**src/lpps_pkg.sv**
```systemverilog
// Shared constants, types and helpers of the line position PID steering block.
package lpps_pkg;

  // Sensor array
  localparam int NUM_SENSORS = 4;
  localparam int SENSOR_W    = 4;
  localparam int WEIGHT_W    = 12;
  localparam int SUM_W       = WEIGHT_W + $clog2(NUM_SENSORS);
  localparam int CNT_W       = $clog2(NUM_SENSORS + 1);

  // Error path and controller state
  localparam int ERR_W   = 16;
  localparam int DIFF_W  = ERR_W + 1;
  localparam int INTEG_W = 24;
  localparam int ACC_W   = INTEG_W + 1;
  localparam int ILIM_W  = 23;
  localparam int LOST_W  = 15;

  // Gains and serial multiplier
  localparam int GAIN_W = 16;
  localparam int BIT_W  = $clog2(GAIN_W);
  localparam int PID_W  = 42;

  // Speed limits
  localparam int BASE_W = 15;
  localparam int FRAC_W = 10;
  localparam int PROD_W = BASE_W + FRAC_W;
  localparam int CLP_W  = PROD_W + 8 + 1;
  localparam int WHL_W  = CLP_W + 1;
  localparam int TGT_W  = 16;
  localparam int TQ_W   = CLP_W - 16;
  localparam int TGT_MAX = 2 ** (TGT_W - 1) - 1;
  localparam int TGT_MIN = -(2 ** (TGT_W - 1));

  // Division by three as multiply by reciprocal, exact for sums below 2**17
  localparam logic [15:0] RECIP3       = 16'd43691;
  localparam int          RECIP3_SHIFT = 17;

  // Configuration port
  localparam int CFG_DATA_W = 64;
  localparam int CFG_ADDR_W = 6;
  localparam int REG_IDX_W  = 3;

  typedef enum logic [REG_IDX_W-1:0] {
    REG_ENABLE,
    REG_BASE_SPEED,
    REG_SENSOR_WEIGHTS,
    REG_PID_GAINS,
    REG_INTEGRAL_LIMIT,
    REG_LOST_ERROR,
    REG_PID_LIMIT_FRAC,
    REG_SPEED_LIMIT_FRAC
  } reg_idx_t;

  typedef enum logic [2:0] {
    ST_IDLE,
    ST_SUM,
    ST_DIV,
    ST_INTEG,
    ST_MUL,
    ST_CLAMP,
    ST_WHEEL,
    ST_DONE
  } state_t;

  // Q.16 wheel value to integer target: truncate toward zero, then saturate
  function automatic logic signed [TGT_W-1:0] to_target(logic signed [CLP_W-1:0] v);
    logic signed [CLP_W-1:0] adj;
    logic signed [TQ_W-1:0]  q;
    adj = v[CLP_W-1] ? v + CLP_W'(65535) : v;
    q   = adj[CLP_W-1:16];
    if (q > TQ_W'(TGT_MAX)) begin
      to_target = TGT_W'(TGT_MAX);
    end else if (q < TQ_W'(TGT_MIN)) begin
      to_target = TGT_W'(TGT_MIN);
    end else begin
      to_target = q[TGT_W-1:0];
    end
  endfunction

endpackage

```
**src/line_position_pid_steering.sv**
```systemverilog
// Line position PID steering: sensor words in, differential wheel targets out.
//
// Input channel: in_valid / in_stall carry one sensor_bits word per control tick.
// Output channel: out_valid / out_stall carry left_target, right_target,
// line_error, active_mask and drive_on, one word per input word.
// Configuration: APB-style write/read port, registers at byte address 8*i.
// Write registers only while no word is in flight.
//
// Timing: with tracking on, a word passes the sum, divide, integrate,
// multiply, clamp and wheel steps; the next word is taken once idle. The
// multiply step is bit-serial and steps through the 16 gain bits one per
// cycle (kp, ki, kd and both limit products in parallel).
// With tracking off the sequencer goes from accept straight to its final step.
// The output register holds a finished word while the next word is accepted
// and worked on; a stalled receiver only holds the block at its final step.
// Reset clears the configuration registers, the sequencer, out_valid, the
// integral and the last error; any write to the enable register clears the
// integral and the last error as well.
module line_position_pid_steering (
  input  logic                                   clk,
  input  logic                                   rst,
  // input channel
  input  logic                                   in_valid,
  output logic                                   in_stall,
  input  logic [lpps_pkg::SENSOR_W-1:0]          sensor_bits,
  // output channel
  output logic                                   out_valid,
  input  logic                                   out_stall,
  output logic signed [lpps_pkg::TGT_W-1:0]      left_target,
  output logic signed [lpps_pkg::TGT_W-1:0]      right_target,
  output logic signed [lpps_pkg::ERR_W-1:0]      line_error,
  output logic [lpps_pkg::SENSOR_W-1:0]          active_mask,
  output logic                                   drive_on,
  // configuration port
  input  logic                                   psel,
  input  logic                                   penable,
  input  logic                                   pwrite,
  input  logic [lpps_pkg::CFG_ADDR_W-1:0]        paddr,
  input  logic [lpps_pkg::CFG_DATA_W-1:0]        pwdata,
  output logic [lpps_pkg::CFG_DATA_W-1:0]        prdata,
  output logic                                   pready
);
  import lpps_pkg::*;

  localparam logic [SENSOR_W-1:0] SENSOR_MASK = SENSOR_W'((1 << NUM_SENSORS) - 1);

  // configuration registers
  logic                            enable;
  logic [BASE_W-1:0]               base_speed;
  logic [NUM_SENSORS*WEIGHT_W-1:0] sensor_weights;
  logic [3*GAIN_W-1:0]             pid_gains;
  logic [ILIM_W-1:0]               integral_limit;
  logic [LOST_W-1:0]               lost_error;
  logic [FRAC_W-1:0]               pid_limit_frac;
  logic [FRAC_W-1:0]               speed_limit_frac;

  // controller state
  logic signed [ERR_W-1:0]   last_error;
  logic signed [INTEG_W-1:0] integral;

  // sequencer
  state_t state, state_next;
  logic   in_acc, load_out, cfg_wr;
  reg_idx_t cfg_idx;

  // working registers
  logic                      run_on;
  logic [SENSOR_W-1:0]       mask;
  logic [SUM_W-1:0]          sum_mag;
  logic                      sum_neg;
  logic [CNT_W-1:0]          count;
  logic signed [ERR_W-1:0]   err;
  logic signed [DIFF_W-1:0]  diff;
  logic [GAIN_W-1:0]         kp_sh, ki_sh, kd_sh, pf_sh, sf_sh;
  logic [BIT_W-1:0]          bitcnt;
  logic signed [PID_W-1:0]   pacc;
  logic [PROD_W-1:0]         plim_acc, vlim_acc;
  logic signed [CLP_W-1:0]   pid_c, lq, rq;

  // next values
  logic signed [SUM_W-1:0]   sum_next;
  logic [CNT_W-1:0]          count_next;
  logic [SUM_W-1:0]          sum_mag_next;
  logic [SUM_W+15:0]         prod3;
  logic [SUM_W-1:0]          quot;
  logic signed [ERR_W-1:0]   quot_s, lost_s, err_next;
  logic signed [ACC_W-1:0]   acc, lim_s;
  logic signed [INTEG_W-1:0] integ_next;
  logic signed [PID_W-1:0]   tp, ti, td, pacc_next, plim_w;
  logic signed [CLP_W-1:0]   plim_s, pid_next, lq_next, rq_next;
  logic signed [WHL_W-1:0]   base16, vlim_w, lw, rw;

  assign pready  = 1'b1;
  assign cfg_wr  = psel && penable && pwrite;
  assign cfg_idx = reg_idx_t'(paddr[CFG_ADDR_W-1:CFG_ADDR_W-REG_IDX_W]);

  // configuration writes
  always_ff @(posedge clk) begin
    if (rst) begin
      enable           <= 1'b0;
      base_speed       <= '0;
      sensor_weights   <= '0;
      pid_gains        <= '0;
      integral_limit   <= '0;
      lost_error       <= '0;
      pid_limit_frac   <= '0;
      speed_limit_frac <= '0;
    end else if (cfg_wr) begin
      case (cfg_idx)
        REG_ENABLE:           enable           <= pwdata[0];
        REG_BASE_SPEED:       base_speed       <= pwdata[BASE_W-1:0];
        REG_SENSOR_WEIGHTS:   sensor_weights   <= pwdata[NUM_SENSORS*WEIGHT_W-1:0];
        REG_PID_GAINS:        pid_gains        <= pwdata[3*GAIN_W-1:0];
        REG_INTEGRAL_LIMIT:   integral_limit   <= pwdata[ILIM_W-1:0];
        REG_LOST_ERROR:       lost_error       <= pwdata[LOST_W-1:0];
        REG_PID_LIMIT_FRAC:   pid_limit_frac   <= pwdata[FRAC_W-1:0];
        REG_SPEED_LIMIT_FRAC: speed_limit_frac <= pwdata[FRAC_W-1:0];
        default: ;
      endcase
    end
  end

  // register readback
  always_comb begin
    case (cfg_idx)
      REG_ENABLE:           prdata = CFG_DATA_W'(enable);
      REG_BASE_SPEED:       prdata = CFG_DATA_W'(base_speed);
      REG_SENSOR_WEIGHTS:   prdata = CFG_DATA_W'(sensor_weights);
      REG_PID_GAINS:        prdata = CFG_DATA_W'(pid_gains);
      REG_INTEGRAL_LIMIT:   prdata = CFG_DATA_W'(integral_limit);
      REG_LOST_ERROR:       prdata = CFG_DATA_W'(lost_error);
      REG_PID_LIMIT_FRAC:   prdata = CFG_DATA_W'(pid_limit_frac);
      REG_SPEED_LIMIT_FRAC: prdata = CFG_DATA_W'(speed_limit_frac);
      default:              prdata = '0;
    endcase
  end

  // next state
  always_comb begin
    state_next = state;
    case (state)
      ST_IDLE:  if (in_acc) state_next = enable ? ST_SUM : ST_DONE;
      ST_SUM:   state_next = ST_DIV;
      ST_DIV:   state_next = ST_INTEG;
      ST_INTEG: state_next = ST_MUL;
      ST_MUL:   if (bitcnt == '0) state_next = ST_CLAMP;
      ST_CLAMP: state_next = ST_WHEEL;
      ST_WHEEL: state_next = ST_DONE;
      ST_DONE:  if (load_out) state_next = ST_IDLE;
      default:  state_next = ST_IDLE;
    endcase
  end

  // sequencer outputs
  always_comb begin
    in_stall = (state != ST_IDLE);
    in_acc   = in_valid && (state == ST_IDLE);
    load_out = (state == ST_DONE) && (!out_valid || !out_stall);
  end

  always_ff @(posedge clk) begin
    if (rst) begin
      state <= ST_IDLE;
    end else begin
      state <= state_next;
    end
  end

  // sum and count of active sensor weights
  always_comb begin
    sum_next   = '0;
    count_next = '0;
    for (int i = 0; i < NUM_SENSORS; i++) begin
      if (mask[i]) begin
        sum_next   = sum_next + SUM_W'(signed'(sensor_weights[i*WEIGHT_W +: WEIGHT_W]));
        count_next = count_next + CNT_W'(1);
      end
    end
    sum_mag_next = sum_next[SUM_W-1] ? SUM_W'(-sum_next) : SUM_W'(sum_next);
  end

  // mean by count, or the lost-line error
  always_comb begin
    prod3  = sum_mag * RECIP3;
    case (count)
      CNT_W'(1): quot = sum_mag;
      CNT_W'(2): quot = sum_mag >> 1;
      CNT_W'(3): quot = SUM_W'(prod3 >> RECIP3_SHIFT);
      CNT_W'(4): quot = sum_mag >> 2;
      default:   quot = '0;
    endcase
    quot_s = signed'(ERR_W'(quot));
    lost_s = signed'(ERR_W'(lost_error));
    if (count == '0) begin
      if (last_error[ERR_W-1]) begin
        err_next = -lost_s;
      end else if (last_error != '0) begin
        err_next = lost_s;
      end else begin
        err_next = '0;
      end
    end else begin
      err_next = sum_neg ? -quot_s : quot_s;
    end
  end

  // integral update with symmetric clamp
  always_comb begin
    acc   = ACC_W'(integral) + ACC_W'(err);
    lim_s = signed'(ACC_W'(integral_limit));
    if (acc > lim_s) begin
      integ_next = INTEG_W'(lim_s);
    end else if (acc < -lim_s) begin
      integ_next = INTEG_W'(-lim_s);
    end else begin
      integ_next = INTEG_W'(acc);
    end
  end

  // one gain bit per cycle, MSB first
  always_comb begin
    tp        = kp_sh[GAIN_W-1] ? PID_W'(err) : '0;
    ti        = ki_sh[GAIN_W-1] ? PID_W'(integral) : '0;
    td        = kd_sh[GAIN_W-1] ? PID_W'(diff) : '0;
    pacc_next = (pacc <<< 1) + tp + ti + td;
  end

  // PID output clamp
  always_comb begin
    plim_s = signed'({1'b0, plim_acc, 8'b0});
    plim_w = PID_W'(plim_s);
    if (pacc > plim_w) begin
      pid_next = plim_s;
    end else if (pacc < -plim_w) begin
      pid_next = -plim_s;
    end else begin
      pid_next = CLP_W'(pacc);
    end
  end

  // wheel values with magnitude clamp
  always_comb begin
    base16 = signed'(WHL_W'({base_speed, 16'b0}));
    vlim_w = signed'(WHL_W'({vlim_acc, 8'b0}));
    lw     = base16 + WHL_W'(pid_c);
    rw     = base16 - WHL_W'(pid_c);
    if (lw > vlim_w) begin
      lq_next = CLP_W'(vlim_w);
    end else if (lw < -vlim_w) begin
      lq_next = CLP_W'(-vlim_w);
    end else begin
      lq_next = CLP_W'(lw);
    end
    if (rw > vlim_w) begin
      rq_next = CLP_W'(vlim_w);
    end else if (rw < -vlim_w) begin
      rq_next = CLP_W'(-vlim_w);
    end else begin
      rq_next = CLP_W'(rw);
    end
  end

  // controller state: cleared by reset and by an enable write
  always_ff @(posedge clk) begin
    if (rst) begin
      integral   <= '0;
      last_error <= '0;
    end else if (cfg_wr && cfg_idx == REG_ENABLE) begin
      integral   <= '0;
      last_error <= '0;
    end else if (state == ST_INTEG) begin
      integral   <= integ_next;
      last_error <= err;
    end
  end

  // datapath
  always_ff @(posedge clk) begin
    case (state)
      ST_IDLE: begin
        run_on <= enable;
        mask   <= sensor_bits & SENSOR_MASK;
      end
      ST_SUM: begin
        sum_mag <= sum_mag_next;
        sum_neg <= sum_next[SUM_W-1];
        count   <= count_next;
      end
      ST_DIV: begin
        err <= err_next;
      end
      ST_INTEG: begin
        diff     <= DIFF_W'(err) - DIFF_W'(last_error);
        kp_sh    <= pid_gains[0*GAIN_W +: GAIN_W];
        ki_sh    <= pid_gains[1*GAIN_W +: GAIN_W];
        kd_sh    <= pid_gains[2*GAIN_W +: GAIN_W];
        pf_sh    <= GAIN_W'(pid_limit_frac);
        sf_sh    <= GAIN_W'(speed_limit_frac);
        bitcnt   <= BIT_W'(GAIN_W - 1);
        pacc     <= '0;
        plim_acc <= '0;
        vlim_acc <= '0;
      end
      ST_MUL: begin
        pacc     <= pacc_next;
        plim_acc <= (plim_acc << 1) + (pf_sh[GAIN_W-1] ? PROD_W'(base_speed) : '0);
        vlim_acc <= (vlim_acc << 1) + (sf_sh[GAIN_W-1] ? PROD_W'(base_speed) : '0);
        kp_sh    <= {kp_sh[GAIN_W-2:0], 1'b0};
        ki_sh    <= {ki_sh[GAIN_W-2:0], 1'b0};
        kd_sh    <= {kd_sh[GAIN_W-2:0], 1'b0};
        pf_sh    <= {pf_sh[GAIN_W-2:0], 1'b0};
        sf_sh    <= {sf_sh[GAIN_W-2:0], 1'b0};
        bitcnt   <= bitcnt - BIT_W'(1);
      end
      ST_CLAMP: begin
        pid_c <= pid_next;
      end
      ST_WHEEL: begin
        lq <= lq_next;
        rq <= rq_next;
      end
      default: ;
    endcase
  end

  // output word register
  always_ff @(posedge clk) begin
    if (rst) begin
      out_valid <= 1'b0;
    end else if (load_out) begin
      out_valid <= 1'b1;
    end else if (!out_stall) begin
      out_valid <= 1'b0;
    end
  end

  always_ff @(posedge clk) begin
    if (load_out) begin
      left_target  <= run_on ? to_target(lq) : '0;
      right_target <= run_on ? to_target(rq) : '0;
      line_error   <= run_on ? err : '0;
      active_mask  <= run_on ? mask : '0;
      drive_on     <= run_on;
    end
  end

  // checks
  a_busy_after_accept: assert property (@(posedge clk) disable iff (rst)
    in_valid && !in_stall |=> in_stall)
    else $error("input taken while a word is still in flight");

  a_off_is_zero: assert property (@(posedge clk) disable iff (rst)
    out_valid && !drive_on |->
      left_target == '0 && right_target == '0 && line_error == '0 && active_mask == '0)
    else $error("nonzero result while tracking is off");

  a_mean_in_range: assert property (@(posedge clk) disable iff (rst)
    out_valid && drive_on && active_mask != '0 |->
      line_error >= -16'sd2048 && line_error <= 16'sd2047)
    else $error("mean position error outside weight range");

  a_pid_clamped: assert property (@(posedge clk) disable iff (rst)
    state == ST_WHEEL |-> pid_c <= plim_s && pid_c >= -plim_s)
    else $error("PID output beyond its limit");

  a_done_to_idle: assert property (@(posedge clk) disable iff (rst)
    load_out |=> state == ST_IDLE && out_valid)
    else $error("result load did not release the sequencer");

endmodule
```
**config.mk**
```make
export PLATFORM = sky130hd
export DESIGN_NAME = line_position_pid_steering
export DESIGN_NICKNAME = d
export VERILOG_FILES = /design/src/lpps_pkg.sv /design/src/line_position_pid_steering.sv
export SDC_FILE = /design/constraint.sdc
export NUM_CORES = 2
export LEC_CHECK = 0
export ABC_AREA = 1
export BUFFER_PORTS_ARGS = -buffer_cell sky130_fd_sc_hd__buf_2
export CELL_PAD_IN_SITES_DETAIL_PLACEMENT = 1
export CELL_PAD_IN_SITES_GLOBAL_PLACEMENT = 2
export CORE_ASPECT_RATIO = 1.75
export CORE_MARGIN = 2
export CORE_UTILIZATION = 38
export CTS_BUF_LIST = sky130_fd_sc_hd__clkbuf_4 sky130_fd_sc_hd__clkbuf_8 sky130_fd_sc_hd__clkbuf_16
export DETAILED_ROUTE_END_ITERATION = 8
export GPL_ROUTABILITY_DRIVEN = 1
export PLACE_DENSITY = 0.85
export SLEW_MARGIN = 20
export SYNTH_ARGS = -nofsm -noshare
export SYNTH_HDL_FRONTEND = slang
export SYNTH_SLANG_ARGS = --single-unit
```
**constraint.sdc**
```tcl
create_clock -name clk -period 6.75 [get_ports clk]
set_input_delay 1.0125 -clock clk [delete_from_list [all_inputs] [get_ports clk]]
set_output_delay 1.0125 -clock clk [all_outputs]
set_load 0.005 [all_outputs]
```
==> metrics.yaml <==
clock_path_buffers: 3
yosysTopAreaCell: "edfxtp_1"
antenna_found_initial: 14
start_kind: "register"
postSynthCellCount: 6857
worstPathRequired_ns: 7.15
drtIter0Drc: 2014
whs_path_depth: 0
root_buffer: "clkbuf_16"
cts_tree: "built"
final-hold-violation-count: 0
grt_first_pass_wirelength_um: 296000
fin_ws_ns: 0.521
tns_ns: 0
yosys-top-cells-count: "1690 x nand2_1, 916 x inv_1, 713 x nor2_1, 513 x a21oi_1, 492 x ha_1"
rr_worst_depth: 29
area_growth_pct: 9.78
core_mm2: 0.133
globalRouteOverflowTotal: 0
synthArstFlopShare_pct: 0
dieArea_mm2: 0.136
netlist-cell-type-count: 75
ys_seq_elements: 601
slew_viol_final: 0
cts.htree.levels: 3
synth.avg_cell_area_um2: 7.39
dp_slack_ns: 0.553
crit_slowest_cell: "fa_1"
r2r-end: "err[10]"
maxCapViolations: 0
post_synth_main_area_contributors: "edfxtp_1 23%, nand2_1 13%, ha_1 12%"
die_h_um: 487
criticalPathCategory: "register to register"
synth-edff-count: 387
cts_buffers: 67
wl_um: 195000
slew_headroom_pct: 28.9
cts_hold_buf: 0
synth_most_common_cell: "nand2_1"
min_path_type: "register to register"
ys.warnings.count: 0
status: "finished clean"
cp.arrival_ns: 6.63
postCtsSetupRepairBufs: 0
reg2reg_from: "sum_mag[7]"
chipWidth_um: 280
max_freq_mhz: 161
clock_latency_ns: 0.68
worstMarginPinSlew_ns: 1.07
end_kind: "register"
cts.sinks: 601
vias: 47400
rsz0062_at_grt: "false"
ys_seq_area_share_pct: 31.4
critPathMaxFanout: 6
detail-route-antenna-nets: 0
post_drt_wl_per_cell_um: 22.3
ctsResizeCount: 0
crit_top_cell: "nand2_1"
fp-row-count: 177
grt_start_max_net_pins: 110
yosys.area.top_type_share_pct: 22.9
worstHoldStart: "enable"
clkTransAtPathRegs_ns: 0.07
drive_gt1_share_pct: 6.85
synth-main-ff-cell: "edfxtp_1"
first_pass_iters: 6
nets: 7686
fill_cells: 16500
post-route-min-period_ns: 6.23
grt_pass1_vias: 50500
skew_ns: 0.0328
holdWs_ns: 0.442
post-route-period-util_pct: 92.3
syn_area_mm2: 0.0507
via_per_inst: 5.43
ios: 201
grt_use_total_pct: 28.5
finalSetupViolCount: 0
ff2ff_setup_slack_ns: 0.52
worst_hold_path.endpoint: "run_on"
route.detailed.drc: 0
slowest_delay_ns: 0.57
finalWeightedCongestion: 0.962
dp_hpwl_um: 158000
io_buffers: 164
start_util_pct: 38.2
[through the flow]
stage	cell area, um^2	utilization (%)	cells
6_report	55600	41.9	8736
5_1_grt	55600	41.9	8726
4_1_cts	55600	41.9	8722
3_5_place_dp	53300	40.2	8600
3_3_place_gp	53300	40.2	8600
2_1_floorplan	50700	-	6872
[cell type report]
cell class	instances	area [um^2]	area share [%]
inverter	946	3560	6.40
tap	1700	2130	3.83
multi-input combinational	5109	30300	54.5
antenna	14	35.0	0.0630
clock buffer	86	1870	3.37
timing repair buffer	244	1450	2.60
clock inverter	36	374	0.673
sequential	601	15900	28.6
[flip-flops by register name (all words and copies together) (netlist names), 17 cells and up]
signal and count:
sensor_weights 48, pacc 42, integral 24, vlim_acc 25, rq 34, lq 34
pid_gains 48, integral_limit 23, diff 17, pid_c 34, plim_acc 25
[layer usage]
metal	GRT usage, %	wire length [um]	vias up
li1	-	-	22900
met1	27.6	67900	23100
met2	55.0	104000	995
met3	3.57	7090	474
met4	19.9	15500	0
met5	0	0	-
[cells by family after synthesis]
kind of cell,after synthesis,synth area share [%]
AOI/OAI and AO/OA,1268,13.9
xor gates and xnor gates,177,3.11
adders and majority gates,636,17.8
buffers and inverters,1162,9.07
DFF,601,31.4
other,2,0.0148
and+or+nand+nor,3011,24.7
[critical path, delay by kind of cell, from the launching register on]
family / cells / cell delay [ns]
adder cells (fa/ha/maj): 7 / 2.92
flip-flops: 1 / 0.49
buffers and inverters: 5 / 0.49
AND/OR/NAND/NOR: 17 / 2.09
[placed cells by master (no fill, tap or decap), drive strengths merged, types with 10 or more instances in the layout]
master	instances
nand2	1706
inv	942
nor2	729
a21oi	516
o21ai	508
ha	492
edfxtp	387
nand3	318
buf	244
dfxtp	214
xor2	151
fa	144
nand4	94
nor3	93
clkbuf	86
clkinv	32
o21a	31
o22ai	27
o211ai	26
xnor2	26
nor4	25
a31oi	24
a221oi	21
a21o	21
a22o	19
or2	18
conb	17
diode	14
o21bai	14
and2	12
o31ai	10
[worst max path at each step]
stage          startpoint   endpoint  slack (ns)  depth (start not counted)
2_1_floorplan    state[2]  bitcnt[0]        1.27                          6
3_3_place_gp   sum_mag[7]    err[12]        0.65                         29
3_5_place_dp   sum_mag[7]    err[10]        0.55                         29
4_1_cts        sum_mag[7]    err[10]        0.50                         29
5_1_grt        sum_mag[5]     err[8]        0.08                         29
6_report       sum_mag[7]    err[10]        0.52                         29
Power is not shown: default switching activity piles up to over one toggle a cycle in this logic, so the estimate is an artifact.
